<file path="src/tmss_pkg.sv">
// ----------------------------------------------------------------------------
// tmss_pkg
// Types, sizes and codes shared by the template matcher modules.
// ----------------------------------------------------------------------------
package tmss_pkg;

    localparam int MAX_SRC_COLS  = 1024;
    localparam int MAX_SRC_ROWS  = 1024;
    localparam int MAX_TMPL_COLS = 64;
    localparam int MAX_TMPL_ROWS = 64;

    localparam int TMPL_DEPTH = MAX_TMPL_COLS * MAX_TMPL_ROWS;
    localparam int SRC_DEPTH  = MAX_SRC_COLS * MAX_SRC_ROWS;
    localparam int TADDR_W    = $clog2(TMPL_DEPTH);
    localparam int SADDR_W    = $clog2(SRC_DEPTH);
    localparam int TPTR_W     = TADDR_W + 1;
    localparam int SPTR_W     = SADDR_W + 1;

    localparam int PIX_W     = 8;
    localparam int POS_W     = 10;
    localparam int LIM_W     = 11;
    localparam int TSZ_W     = 7;
    localparam int TERM_W    = 2 * PIX_W;
    localparam int SCORE_W   = 28;
    localparam int CFG_IDX_W = 3;
    localparam int CFG_DATA_W = 11;

    localparam logic SQDIFF = 1'b0;
    localparam logic SADIFF = 1'b1;

    localparam logic ACT_TEMPLATE = 1'b0;
    localparam logic ACT_SOURCE   = 1'b1;

    typedef enum logic [CFG_IDX_W-1:0] {
        CFG_METHOD    = 3'd0,
        CFG_SRC_COLS  = 3'd1,
        CFG_TMPL_ROWS = 3'd2,
        CFG_TMPL_COLS = 3'd3,
        CFG_ROW_BEGIN = 3'd4,
        CFG_COL_BEGIN = 3'd5,
        CFG_ROW_LIMIT = 3'd6,
        CFG_COL_LIMIT = 3'd7
    } cfg_idx_t;

    // Search settings after saturation.
    typedef struct packed {
        logic             method;
        logic [LIM_W-1:0] pitch;
        logic [TSZ_W-1:0] th;
        logic [TSZ_W-1:0] tw;
        logic [POS_W-1:0] row_begin;
        logic [POS_W-1:0] col_begin;
        logic [LIM_W-1:0] rl;
        logic [LIM_W-1:0] cl;
    } cfg_t;

    // One command from the front to the back.
    typedef struct packed {
        logic               tmpl_we;
        logic               src_we;
        logic               search;
        logic [SADDR_W-1:0] addr;
        logic [PIX_W-1:0]   data;
    } cmd_t;

endpackage

</file>
<file path="src/tmss_queue.sv">
// ----------------------------------------------------------------------------
// tmss_queue
// Two-entry command queue between the front and the back.
// ----------------------------------------------------------------------------
module tmss_queue (
    input  logic           clk,
    input  logic           rst_n,
    input  logic           push_valid,
    output logic           push_ready,
    input  tmss_pkg::cmd_t push_cmd,
    output logic           pop_valid,
    input  logic           pop_ready,
    output tmss_pkg::cmd_t pop_cmd
);
    import tmss_pkg::*;

    cmd_t       mem_reg [2];
    logic       wr_reg;
    logic       rd_reg;
    logic [1:0] cnt_reg;
    logic       push;
    logic       pop;

    assign push_ready = (cnt_reg != 2'd2);
    assign pop_valid  = (cnt_reg != 2'd0);
    assign pop_cmd    = mem_reg[rd_reg];
    assign push       = push_valid && push_ready;
    assign pop        = pop_valid && pop_ready;

    always_ff @(posedge clk)
    begin
        if (push)
        begin
            mem_reg[wr_reg] <= push_cmd;
        end
    end

    always_ff @(posedge clk or negedge rst_n)
    begin
        if (!rst_n)
        begin
            wr_reg  <= 1'b0;
            rd_reg  <= 1'b0;
            cnt_reg <= 2'd0;
        end
        else
        begin
            if (push)
            begin
                wr_reg <= ~wr_reg;
            end
            if (pop)
            begin
                rd_reg <= ~rd_reg;
            end
            if (push && !pop)
            begin
                cnt_reg <= cnt_reg + 2'd1;
            end
            else if (pop && !push)
            begin
                cnt_reg <= cnt_reg - 2'd1;
            end
        end
    end

endmodule

</file>
<file path="config.mk">
export PLATFORM = sky130hd
export DESIGN_NAME = tmss_queue
export DESIGN_NICKNAME = d
export VERILOG_FILES = /design/src/tmss_pkg.sv /design/src/tmss_queue.sv
export SDC_FILE = /design/constraint.sdc
export NUM_CORES = 1
export LEC_CHECK = 0
export CELL_PAD_IN_SITES_DETAIL_PLACEMENT = 0
export CELL_PAD_IN_SITES_GLOBAL_PLACEMENT = 2
export CORE_UTILIZATION = 45
export CTS_BUF_LIST = sky130_fd_sc_hd__clkbuf_16
export CTS_CLUSTER_DIAMETER = 100
export CTS_CLUSTER_SIZE = 16
export DETAILED_ROUTE_END_ITERATION = 10
export DONT_BUFFER_PORTS = 1
export PLACE_DENSITY_LB_ADDON = 0.1
export SKIP_CTS_REPAIR_TIMING = 1
export SLEW_MARGIN = 5
export SYNTH_ARGS = -nofsm -noshare
export SYNTH_HDL_FRONTEND = slang
export SYNTH_SLANG_ARGS = --single-unit
</file>
<file path="constraint.sdc">
create_clock -name clk -period 2.6 [get_ports clk]
set_input_delay 0.52 -clock clk [delete_from_list [all_inputs] [get_ports clk]]
set_output_delay 0.52 -clock clk [all_outputs]
set_load 0.03 [all_outputs]
</file>
# Yosys cells after proc, flatten, opt, wreduce, memory -nomap -nowiden
# Memories as Yosys holds them, arrays and structs flattened.
# Index checks and enable logic that the tools add are counted.
# Widths: inputs -> output; s select.
# totals
ramBits,62
input_bits,35
memories,1
word_cells,21
output_inout_bits,33
reg_bits,4
# memory_table
memory,words,width,read_ports,rd_clocked_by_memory_dff,wr,line_no,source
mem_reg,2,31,1,0,1,tmss_queue.sv:17,cmd_t mem_reg [2];
# classes
n_addsub,2
eq_ne,1
n_mux,4
reduce_logical,8
bitwise,2
# op_table
operator,n
$logic_and 1x1->1,4
$mux 2,2
$reduce_bool 2->1,2
$add 2x1->2 const B,1
$logic_not 1->1,2
$mux 1,2
$ne 2x2->1 const B,1
$not 1->1,2
$sub 2x1->2 const B,1

# Depth between registers and ports, before layout
# depth
word_depth,6
mapped_depth,7
depth_no_buf,7

# Worst setup path after synthesis
# OpenSTA, ideal clock, no wires.
# synth_path
path_type,reg2reg
from,register cnt_reg[0]
to,"memory mem_reg[0][0] (netlist bit), enable pin"
setup_slack_ps,-23
period_less_slack_ps,2623
required_ps,2181
setup_ps,419
t_arrival_ps,2204
path_buffers,0
path_stages_with_launch,4
cell_sequence,dfrtp_1 nand2b_1 nand2_1 nor2_1
# synth_via
elab_chain_cells,4
# synth_lines
item,line_no,source
"start, declared",tmss_queue.sv:20,logic [1:0] cnt_reg;
"start signal, assigned",tmss_queue.sv:58,cnt_reg <= cnt_reg + 2'd1;
"start signal, assigned",tmss_queue.sv:62,cnt_reg <= cnt_reg - 2'd1;
$ne 2x2->1,tmss_queue.sv:24,assign push_ready = (cnt_reg != 2'd2);
named net push_ready,tmss_queue.sv:9,"output logic push_ready,"
$logic_and 1x1->1,tmss_queue.sv:27,assign push = push_valid && push_ready;
$mux 1,tmss_queue.sv:32,if (push)
$mux 1 (implied by the code),tmss_queue.sv:34,mem_reg[wr_reg] <= push_cmd;
"end, declared",tmss_queue.sv:17,
# The timed path passes the listed nets, and every way through them passes these cells.

==> impl_metrics.py <==
metrics = {
    "synthesis": {
        "synth-seq-cells": 66,
        "synth_fa_ha_area_share_pct": 0.484,
        "synth_area_um2": 2590,
        "yosysTopAreaCell": "edfxtp_1",
        "yosys-top-cells-area": "edfxtp_1, mux2_4, dfrtp_1",
        "synthCells": 115,
        "synth_compound_area_share_pct": 0,
        "ys_types": 16,
        "ys_seq_area_share_pct": 75.8,
        "synth_ff_type": "edfxtp_1",
        "synth_enable_flop_cells": 62,
        "yosys-top-cells-count": "edfxtp_1, mux2_4, dfrtp_1",
        "synth_top_area_share_pct": 72.0,
        "ys_warn_count": 0,
        "synthXorXnorAreaFrac_pct": 1.69,
        "synth-simple-area-share_pct": 1.40,
        "syn-num-nets": 151,
        "async_reset_ff_share_pct": 6.06,
        "yosysMostFrequentCell": "edfxtp_1",
        "synth_top_family_by_area": "multiplexers",
        "muxShareOfSynthArea_pct": 17.7,
        "syn_avg_cell_area_um2": 22.5,
    },
    "cells_and_area": {
        "antenna_cells": 0,
        "area_growth_pct": 12.5,
        "drive_gt1_share_pct": 37.9,
        "layout.nets": 163,
        "largest_reg_flops": 62,
        "final_area_um2": 2910,
    },
    "min_path": {
        "min-delay-start": "push_cmd[19]",
        "hold_path.class": "input port to flip-flop",
        "holdPathStages": 0,
        "holdPathEnd": "mem_reg[1][19]",
    },
    "setup_path": {
        "cp-end-kind": "output port",
        "crit_required_ns": 2.08,
        "reg2reg_depth": 4,
        "ff2ff_setup_slack_ns": 0.77,
        "path_class": "flip-flop to output port",
        "r2r-end": "mem_reg[0][27]",
        "worstPathArrival_ns": 1.43,
        "path_max_fanout": 17,
        "cp-start-kind": "flip-flop",
        "rr_startpoint": "cnt_reg[0]",
    },
    "timing": {
        "fmax_ghz": 0.513,
        "relSlewSlack_pct": 72.4,
        "slew_viol_final": 0,
        "hold_violations": 0,
        "setup_viol": 0,
        "min_period_ns": 1.95,
        "fin_setup_tns_ns": 0,
        "rsz0062_at_grt": "false",
        "tightest_slew_ns": 0.414,
        "fin_worst_skew_ns": 0.00236,
        "period_share_pct": 75.0,
    },
    "global_routing": {
        "groute.usage.overall_pct": 13.1,
        "grt_pass1_wl_mm": 5.54,
        "grt_max_degree": 32,
        "grt_pass1_vias": 1143,
        "overflow": 0,
        "antenna_found_initial": 0,
    },
    "pwr": {
        "irDropWorstVdd_uv": 715,
        "power.total_mw": 3.88,
        "p_switching_mw": 1.32,
        "leakagePower_nw": 1.08,
        "combPwrFrac_pct": 34.7,
        "p_int_mw": 2.56,
        "seq_power_share_pct": 39.8,
        "pwr-share-clk_pct": 25.6,
        "switching_share_pct": 34.0,
        "powerDensity_nw_per_um2": 1330,
    },
    "status": {
        "status": "finished clean",
    },
    "die": {
        "core_area_um2": 5540,
        "start_util_pct": 46.7,
        "rows": 27,
        "chipWidth_um": 77.8,
        "io_pins": 68,
        "die_h_um": 77.8,
        "dieArea_um2": 6060,
    },
    "cts": {
        "htree_levels": 3,
        "clock-root-buffer": "clkbuf_16",
        "cts_tree": "done",
        "clk_path_buf_depth": 2,
        "clock_latency_ns": 0.31,
        "cts_made_buffers": 9,
        "clk_pin_slew_ns": 0.05,
        "cts_num_sinks": 66,
    },
    "placed_design": {
        "place_hpwl_mm": 2.38,
        "gp_congestion": 0.667,
        "port_buffers": 0,
        "dpl_cell_area_um2": 2650,
    },
    "job": {
        "cap_violations": 0,
    },
    "routing": {
        "detail-route-antenna-nets": 0,
        "drtPass1Iterations": 4,
        "detail_route.vias_per_cell": 5.03,
        "num_vias": 1026,
        "wirelength_mm": 3.63,
        "drc_errors": 0,
        "drt_iter0_drc": 45,
        "wl_per_cell_um": 17.8,
    },
}
## worst max-delay path, stage by stage, from the launching register on
cell,delay (ns)
dfrtp_2,0.35
buf_4,0.29
mux2_2,0.47
## final cells by class
| cell class | count | area (um^2) |
|---|---|---|
| Clock buffer | 9 | 225 |
| Clock inverter | 7 | 30.0 |
| Fill cell | 453 | 2630 |
| Inverter | 1 | 3.75 |
| Multi-Input combinational cell | 44 | 558 |
| Sequential cell | 66 | 1960 |
| Tap cell | 72 | 90.1 |
| Timing Repair Buffer | 5 | 40.0 |
## worst max path at each step
stage / startpoint / slack [ns] / cells after the start / endpoint
final: rd_reg / 0.65 / 2 / pop_cmd[24]
after global routing: rd_reg / 0.60 / 2 / pop_cmd[23]
after floorplan: cnt_reg[0] / 0.48 / 3 / mem_reg[0][0]
after global placement: cnt_reg[0] / 0.83 / 4 / mem_reg[0][0]
after CTS: rd_reg / 0.62 / 2 / pop_cmd[24]
after detailed placement: cnt_reg[0] / 0.75 / 4 / mem_reg[0][28]
## metrics by stage
| stage | worst slack (ns) | cells | util (%) | hold WS (ns) |
|---|---|---|---|---|
| finish | 0.649 | 204 | 52.5 | 0.303 |
| global route | 0.598 | 204 | 52.5 | 0.284 |
| CTS | 0.624 | 203 | 52.3 | -0.109 |
| detailed placement | 0.754 | 187 | 47.7 | 0.224 |
| global placement | 0.829 | 187 | 47.7 | 0.225 |
| floorplan | 0.482 | 115 | - | 0.224 |
## power by group through the flow
stage | sequential [mW] | combinational (mW) | clock (mW)
floorplan | 1.54 | 1.31 | 0
global placement | 1.55 | 1.35 | 0
detailed placement | 1.57 | 1.37 | 0
CTS | 1.55 | 1.37 | 1.02
global route | 1.57 | 1.42 | 1.07
finish | 1.54 | 1.35 | 0.992
## layer usage
layer	part of all wire, %	track usage [%]	wire, um	vias up
met3	9.0	6.24	327	7
li1	-	-	-	464
met5	0	0	0	-
met2	55	23.8	1990	46
met1	34	11.2	1250	509
met4	1.8	8.49	65	0
## cells by family (layout without fill, tap and decap cells)
family / after synthesis / in the layout
buf+inv: 5 / 22
xor+xnor: 5 / 5
simple gates: 7 / 7
mux: 31 / 31
flops: 66 / 66
fa+ha+maj: 1 / 1
## placed cells by master (no fill, tap or decap), types with 2 or more instances in the layout
cell type / Yosys / routed
buf_4: 0 / 4
edfxtp_1: 62 / 62
mux2_4: 29 / 29
xor2_1: 2 / 2
xnor2_1: 3 / 3
clkinv_2: 0 / 3
inv_1: 1 / 4
mux2_2: 2 / 2
clkbuf_16: 0 / 9
dfrtp_1: 4 / 3
(Power assumes the default switching activity.)
