[src/tmss_pkg.sv]
// ----------------------------------------------------------------------------
// tmss_pkg
// Types, sizes and codes shared by the template matcher modules.
// ----------------------------------------------------------------------------
package tmss_pkg;

    localparam int MAX_SRC_COLS  = 1024;
    localparam int MAX_SRC_ROWS  = 1024;
    localparam int MAX_TMPL_COLS = 64;
    localparam int MAX_TMPL_ROWS = 64;

    localparam int TMPL_DEPTH = MAX_TMPL_COLS * MAX_TMPL_ROWS;
    localparam int SRC_DEPTH  = MAX_SRC_COLS * MAX_SRC_ROWS;
    localparam int TADDR_W    = $clog2(TMPL_DEPTH);
    localparam int SADDR_W    = $clog2(SRC_DEPTH);
    localparam int TPTR_W     = TADDR_W + 1;
    localparam int SPTR_W     = SADDR_W + 1;

    localparam int PIX_W     = 8;
    localparam int POS_W     = 10;
    localparam int LIM_W     = 11;
    localparam int TSZ_W     = 7;
    localparam int TERM_W    = 2 * PIX_W;
    localparam int SCORE_W   = 28;
    localparam int CFG_IDX_W = 3;
    localparam int CFG_DATA_W = 11;

    localparam logic SQDIFF = 1'b0;
    localparam logic SADIFF = 1'b1;

    localparam logic ACT_TEMPLATE = 1'b0;
    localparam logic ACT_SOURCE   = 1'b1;

    typedef enum logic [CFG_IDX_W-1:0] {
        CFG_METHOD    = 3'd0,
        CFG_SRC_COLS  = 3'd1,
        CFG_TMPL_ROWS = 3'd2,
        CFG_TMPL_COLS = 3'd3,
        CFG_ROW_BEGIN = 3'd4,
        CFG_COL_BEGIN = 3'd5,
        CFG_ROW_LIMIT = 3'd6,
        CFG_COL_LIMIT = 3'd7
    } cfg_idx_t;

    // Search settings after saturation.
    typedef struct packed {
        logic             method;
        logic [LIM_W-1:0] pitch;
        logic [TSZ_W-1:0] th;
        logic [TSZ_W-1:0] tw;
        logic [POS_W-1:0] row_begin;
        logic [POS_W-1:0] col_begin;
        logic [LIM_W-1:0] rl;
        logic [LIM_W-1:0] cl;
    } cfg_t;

    // One command from the front to the back.
    typedef struct packed {
        logic               tmpl_we;
        logic               src_we;
        logic               search;
        logic [SADDR_W-1:0] addr;
        logic [PIX_W-1:0]   data;
    } cmd_t;

endpackage

[src/tmss_front.sv]
// ----------------------------------------------------------------------------
// tmss_front
// Accepts pixel items, keeps the write pointers and turns each item into a
// store command; the source item marked last also carries a search.
// ----------------------------------------------------------------------------
module tmss_front (
    input  logic                    clk,
    input  logic                    rst_n,
    input  logic                    in_valid,
    output logic                    in_ready,
    input  logic                    action,
    input  logic [tmss_pkg::PIX_W-1:0] pixel,
    input  logic                    last,
    output logic                    cmd_valid,
    input  logic                    cmd_ready,
    output tmss_pkg::cmd_t          cmd
);
    import tmss_pkg::*;

    logic [TPTR_W-1:0] tptr_reg, tptr_next;
    logic [SPTR_W-1:0] sptr_reg, sptr_next;
    logic              tmpl_room;
    logic              src_room;
    logic              take;

    assign tmpl_room = (tptr_reg < TPTR_W'(TMPL_DEPTH));
    assign src_room  = (sptr_reg < SPTR_W'(SRC_DEPTH));
    assign in_ready  = cmd_ready;
    assign cmd_valid = in_valid;
    assign take      = in_valid && cmd_ready;

    always_comb
    begin
        cmd.data    = pixel;
        cmd.tmpl_we = 1'b0;
        cmd.src_we  = 1'b0;
        cmd.search  = 1'b0;
        cmd.addr    = '0;
        tptr_next   = tptr_reg;
        sptr_next   = sptr_reg;
        if (action == ACT_TEMPLATE)
        begin
            cmd.tmpl_we = tmpl_room;
            cmd.addr    = SADDR_W'(tptr_reg[TADDR_W-1:0]);
            if (tmpl_room)
            begin
                tptr_next = tptr_reg + TPTR_W'(1);
            end
        end
        else
        begin
            cmd.src_we = src_room;
            cmd.search = last;
            cmd.addr   = sptr_reg[SADDR_W-1:0];
            if (last)
            begin
                tptr_next = '0;
                sptr_next = '0;
            end
            else if (src_room)
            begin
                sptr_next = sptr_reg + SPTR_W'(1);
            end
        end
    end

    always_ff @(posedge clk or negedge rst_n)
    begin
        if (!rst_n)
        begin
            tptr_reg <= '0;
            sptr_reg <= '0;
        end
        else if (take)
        begin
            tptr_reg <= tptr_next;
            sptr_reg <= sptr_next;
        end
    end

endmodule

[config.mk]
export PLATFORM = sky130hd
export DESIGN_NAME = tmss_front
export DESIGN_NICKNAME = d
export VERILOG_FILES = /design/src/tmss_pkg.sv /design/src/tmss_front.sv
export SDC_FILE = /design/constraint.sdc
export NUM_CORES = 1
export LEC_CHECK = 0
export BUFFER_PORTS_ARGS = -buffer_cell sky130_fd_sc_hd__buf_2
export CAP_MARGIN = 15
export CORE_MARGIN = 4
export CORE_UTILIZATION = 58
export DETAILED_ROUTE_END_ITERATION = 16
export HOLD_SLACK_MARGIN = 0.06
export PLACE_DENSITY = 0.84
export REMOVE_ABC_BUFFERS = 1
export SYNTH_ARGS = -nofsm -noshare
export SYNTH_HDL_FRONTEND = slang
export SYNTH_SLANG_ARGS = --single-unit
[constraint.sdc]
create_clock -name clk -period 3.35 [get_ports clk]
set_input_delay 0.5025 -clock clk [delete_from_list [all_inputs] [get_ports clk]]
set_output_delay 0.5025 -clock clk [all_outputs]
set_load 0.1 [all_outputs]
## Word-level counts from Yosys, hierarchy flattened

Index checks and enable logic that the tools add are counted.

- Output and inout port bits: 33
- Register bits: 34
- Word-level logic and storage cells: 20

- Add/sub/neg operators: 2
- Mux-type cells: 8
- Reduce and logical (&&, ||, !) cells: 5
- $lt $le $gt $ge: 2
- Eq/ne operators: 1

Operators by type and width:

| kind | number |
|---|---|
| $mux W21 | 2 |
| $mux W13 | 3 |
| $add A21 B1 Y21 const B | 1 |
| $lt A21 B21 Y1 const B | 1 |
| $mux W20 | 1 |
| $add A13 B1 Y13 const B | 1 |
| $lt A13 B13 Y1 const B | 1 |
| $reduce_and A3 Y1 | 2 |
| $reduce_bool A2 Y1 | 2 |
| $mux W2 | 1 |
| $ne A2 B1 Y1 const B | 1 |
| $logic_and A1 B1 Y1 | 1 |
| $mux W1 | 1 |

## Logic depth before layout (Yosys ltp)

Gate-level depths: netlist of run 1.

- Word-level depth: 3
- Depth in mapped cells: 6
- Gate-level depth less buffers: 5

## Least setup slack after synthesis of run 1

Ideal clock, no wire load.

- Path kind: input -> output
- Start: input action
- End: output cmd[29] in the netlist's numbering
- Arrival: 2.257 ns
- Path slack: 0.590 ns
- Stages: 3
- Buffers on the path: 2
- Path through: clkbuf_4 > clkbuf_1 > nor2b_1

RTL lines:

| item | line | text |
|---|---|---|
| start: declaration | tmss_front.sv:11 | `input logic action,` |
| end: declaration | tmss_front.sv:16 | `output tmss_pkg::cmd_t cmd` |

==> impl_metrics.toml, run 1 <==
[status]
outcome = "finished clean"

[clock_tree]
clkSinkCount = 34
cts_resized = 0
clock_latency_ns = 0.29
cts_tree = "yes"
ctsHtreeMaxLevel = 2
clock_path_buffers = 2
postCtsSetupBuffers = 0
path_clk_slew_ns = 0.07
numCtsBuffers = 5
ctsHoldBuffers = 0
cts-root-buf = "clkbuf_8"

[route]
via_per_inst = 6.24
routed_wl_um = 4770
drt_iter0_markers = 70
vias = 1802
drc_errors = 0
final_antenna_net_count = 0
firstDrtPassIters = 4
wl_per_cell_um = 16.5

[synth]
syn_avg_cell_area_um2 = 9.67
ys_types = 48
async_flop_share_pct = 100
yosysSeqAreaShare_pct = 39.3
synthFlopType = "dfrtp_1"
synth_edf_count = 0
synth_cells = 224
syn_area_um2 = 2170
yosysWarningCount = 0
ys_seq_elements = 34

[timing]
grt_setup_unrepaired = "false"
relSlewSlack_pct = 48.7
hold_ws_ns = 0.284
fmax_mhz = 426
period_needed_ns = 2.35
period_share_pct = 70.1
setup_viol = 0
worst_slew_pin_slew_ns = 0.769
drv_slew = 0
finalSetupTns_ns = 0
final_hold_viol_count = 0
clock_skew_ns = 0.00740

[power_and_ir_drop]
power_density_nw_per_um2 = 431
ir_drop_mv = 0.341
p_leak_nw = 1.03
p_total_mw = 1.01

[die]
die_area_um2 = 4780
die-height_um = 69.1
die_x_um = 69.1
rows = 21
core_um2 = 3470
ioPinCount = 47
initial_core_util_pct = 62.5

[worst_setup_path]
critPathMostFrequentCell = "buf_2"
critPathKind = "in2out"
crit_path_end_kind = "output port"
worstPathArrival_ns = 1.85
required_ns = 2.85
worstPathMaxFanout = 30
start_kind = "input port"
path_cells = "buf_2 -> nand2_1 -> inv_1 -> buf_2"
crit_slowest_cell = "buf_2"
reg2regPathDepth = 4
max_stage_delay_ns = 0.43

[global_routing]
grt_pass1_wl_um = 8360
grt_pass1_vias = 1793
grt_max_degree = 35
grt-ovfl-total = 0
antenna_found_initial = 0
track_usage_pct = 21.2

[finish]
fin_cells = 289
drive_gt1_share_pct = 24.3
antenna-diode-count = 0
regArea_um2 = 851
area_growth_pct = 8.08
fill_cells = 293
layout_commonest_cell = "dfrtp_1"
largest_reg_flops = 21
final_cell_mix = "dfrtp_1 (34), buf_2 (30), nor2_1 (21), nand2_1 (18), a21oi_1 (14)"
finish.net_count = 258
stdcell_area_um2 = 2340
multiInputGateArea_um2 = 1160

[placement]
place_area_um2 = 2250
portBuffers = 30
dp.cells = 281
place.gp.congestion = 0.891
dpl.hpwl_um = 3270

[min_path]
min_path_type = "in2async"

[run]
maxCapViolations = 0
-- logic make-up after synthesis --
logic type,Yosys count,share of synthesized area (%)
AO/OA/AOI/OAI,46,17.1
XOR/XNOR,13,5.25
adder cells (fa/ha/maj),2,1.15
buffers and inverters,26,7.10
flip-flops,34,39.3
multiplexers,13,6.70
AND/OR/NAND/NOR,90,23.4
-- per-layer routing --
metal / wire, um / vias to the layer above / part of all wire (%) / global-route usage [%]
met5: 0 / - / 0 / 0
met4: 111 / 0 / 2.3 / 9.33
met3: 280 / 13 / 5.9 / 6.10
met2: 2270 / 65 / 48 / 34.7
met1: 2110 / 873 / 44 / 25.8
li1: - / 851 / - / -
-- worst max-delay path: cells and delay by family --
family | cells | cell delay, ns
AND/OR/NAND/NOR | 1 | 0.35
buffers and inverters | 3 | 0.97
-- metrics by stage --
stage               util [%]  setup WS, ns
floorplan                  -          1.01
global placement        64.9          1.05
detailed placement      64.9          1.00
CTS                     67.5         0.994
global route            67.5         0.899
finish                  67.5          1.00
-- synth_stat cells (3+ instances only) --
| cell | instances | area share [%] |
|---|---|---|
| a2111oi_4 | 3 | 3.8 |
| nand3_1 | 6 | 1.4 |
| inv_1 | 5 | 0.87 |
| nor4_1 | 3 | 0.87 |
| and2_1 | 8 | 2.3 |
| nand4_1 | 7 | 2.0 |
| xnor2_1 | 8 | 3.2 |
| nand2_1 | 18 | 3.1 |
| buf_4 | 12 | 4.2 |
| or4_1 | 8 | 2.8 |
| and4_1 | 4 | 1.6 |
| nor2_1 | 21 | 3.6 |
| a21oi_1 | 14 | 3.2 |
| o31ai_1 | 9 | 3.1 |
| clkbuf_1 | 6 | 1.0 |
| and3_1 | 3 | 0.87 |
| o21ai_1 | 3 | 0.69 |
| xor2_1 | 5 | 2.0 |
| dfrtp_1 | 34 | 39 |
| mux2_2 | 12 | 6.2 |
-- area by class of cell --
cell class                      count  share of cell area [%]
Clock inverter                      1                   0.214
Multi-Input combinational cell    164                    49.6
Timing Repair Buffer               31                    6.73
Clock buffer                        7                    3.69
Tap cell                           46                    2.46
Sequential cell                    34                    36.3
Inverter                            6                   0.962
-- where the power goes --
part           internal [mW]  switching (mW)  total (mW)
logic                 0.0476           0.178       0.225
clock network          0.166           0.152       0.318
registers              0.433          0.0339       0.467
-- worst paths after layout --
check	slack (ns)	to	startpoint
max in group asynchronous	2.57	tptr_reg[11]$_DFFE_PN0P_	rst_n
max	1.00	cmd[28]	action
min reg2reg	0.54	tptr_reg[0]$_DFFE_PN0P_	tptr_reg[12]$_DFFE_PN0P_
min	0.28	sptr_reg[20]$_DFFE_PN0P_	rst_n
min in group clk	0.50	sptr_reg[0]$_DFFE_PN0P_	last
max reg2reg	1.51	sptr_reg[17]$_DFFE_PN0P_	sptr_reg[4]$_DFFE_PN0P_
Note: power is estimated with default switching activity, not from simulation.
==> run 2: changes to the inputs <==
- CORE_UTILIZATION: 58 -> 54
- PLACE_DENSITY: 0.84 -> 0.79
- clock period: 3.35 -> 2.35 ns (I/O delays scaled with it)
==> run 2 against run 1 <==
Sequential power grew 42%. Wire length shrank 3.4%. Global-route usage shrank 1.3 points. Utilization shrank 5.1 points. Design area grew 0.53%. Critical path depth is the same. Clock skew shrank 0.0021 ns. Die area grew 6.5%. Largest power group unchanged. Worst setup slack lost 0.56 ns. Non-clock buffer count grew 3. Combinational power grew 43%.
==> impl_metrics.toml, run 2 (synthesis gave the netlist of run 1 again) <==
[die]
initial_core_util_pct = 57.5
ioPinCount = 47
rows = 22
core_um2 = 3770
die_x_um = 71.4
die-height_um = 71.4
die_area_um2 = 5090

[clock_tree]
cts_tree = "yes"
ctsHtreeMaxLevel = 2
cts-root-buf = "clkbuf_8"
clkSinkCount = 34
postCtsSetupBuffers = 0
cts_resized = 0
path_clk_slew_ns = 0.07
ctsHoldBuffers = 0
clock_latency_ns = 0.29
numCtsBuffers = 5
clock_path_buffers = 2

[finish]
finish.net_count = 261
fin_cells = 293
layout_commonest_cell = "dfrtp_1"
antenna-diode-count = 0
largest_reg_flops = 21
drive_gt1_share_pct = 25.3
fill_cells = 325
multiInputGateArea_um2 = 1160
area_growth_pct = 8.66
regArea_um2 = 851
final_cell_mix = "dfrtp_1 (34), buf_2 (30), nor2_1 (21), nand2_1 (18), a21oi_1 (14)"

[timing]
fmax_mhz = 524
worst_slew_pin_slew_ns = 0.782
finalSetupTns_ns = 0
period_share_pct = 81.2
setup_viol = 0
clock_skew_ns = 0.00532
hold_ws_ns = 0.141
grt_setup_unrepaired = "false"
period_needed_ns = 1.91
relSlewSlack_pct = 47.9
drv_slew = 0
final_hold_viol_count = 0
finalWorstSetupSlack_ns = 0.442

[worst_setup_path]
path_cells = "buf_2 -> buf_4 -> mux2_2 -> buf_2"
critPathKind = "in2out"
critical-path-top-delay-family = "buffers and inverters"
crit_slowest_cell = "mux2_2"
critPathMostFrequentCell = "buf_2"
required_ns = 2.00
path_buf_inv = 3
reg2reg_slack_ns = 0.50
start_kind = "input port"
crit_path_end_kind = "output port"
worstPathArrival_ns = 1.56
max_stage_delay_ns = 0.35
worstPathMaxFanout = 18

[global_routing]
grt_pass1_vias = 1739
grt-ovfl-total = 0
track_usage_pct = 19.9
grt_max_degree = 35
antenna_found_initial = 0
grt_pass1_wl_um = 8120

[route]
wl_per_cell_um = 15.7
drc_errors = 0
routed_wl_um = 4610
drt_iter0_markers = 122
final_antenna_net_count = 0
vias = 1769
firstDrtPassIters = 4
via_per_inst = 6.04

[power_and_ir_drop]
power_density_nw_per_um2 = 591
ir_drop_mv = 0.569
p_leak_nw = 1.04
p_total_mw = 1.39

[status]
outcome = "finished clean"

[run]
maxCapViolations = 0

[min_path]
min_path_type = "in2async"

[placement]
place.gp.congestion = 0.902
portBuffers = 30
pre_cts_slack_ns = 0.378
dp.cells = 286
dpl.hpwl_um = 3230
[run 2: cell types whose count changed in the layout (fill, tap and decap cells not counted), sizes merged]
cell / delta
buf: +3
clkinv: +1
clkbuf: -2
[run 2: worst register-to-register path, stage by stage (launching register included)]
cell,delay [ns]
dfrtp_1,0.47
and4_1,0.29
nand3_2,0.29
or4_1,0.59
a21oi_1,0.15
[run 2: cell type report]
class / count / area share (%)
multi-input combinational: 164 / 49.4
clock buffer: 5 / 2.92
clock inverter: 2 / 0.425
tap: 48 / 2.55
sequential: 34 / 36.1
timing repair buffer: 34 / 7.65
inverter: 6 / 0.956
[run 2: path summary, 6_finish.rpt]
path,startpoint,end,depth (start not counted)
worst min-delay path,rst_n,sptr_reg[19]$_DFFE_PN0P_,1
min in group clk,last,sptr_reg[0]$_DFFE_PN0P_,2
worst min register to register,tptr_reg[0]$_DFFE_PN0P_,tptr_reg[0]$_DFFE_PN0P_,1
worst max-delay path,action,cmd[16],4
max in group asynchronous,rst_n,tptr_reg[11]$_DFFE_PN0P_,1
worst max register to register,sptr_reg[5]$_DFFE_PN0P_,sptr_reg[17]$_DFFE_PN0P_,4
[run 2: stage by stage]
stage / instance area (um2) / utilization, %
6_report: 2350 / 62.4
5_1_grt: 2350 / 62.4
4_1_cts: 2350 / 62.4
3_5_place_dp: 2280 / 60.4
3_3_place_gp: 2280 / 60.4
2_1_floorplan: 2040 / -
[run 2: per-layer routing]
metal,vias up,share of wire [%],global-route usage (%)
met5,-,0,0
met4,0,1.5,6.89
met3,7,7.2,5.75
met2,67,48,31.7
met1,841,44,25.9
li1,854,-,-
[run 2: power breakdown]
part	internal [mW]	total, mW	switching [mW]
sequential	0.617	0.661	0.0445
combinational	0.0694	0.321	0.251
clock	0.199	0.411	0.212
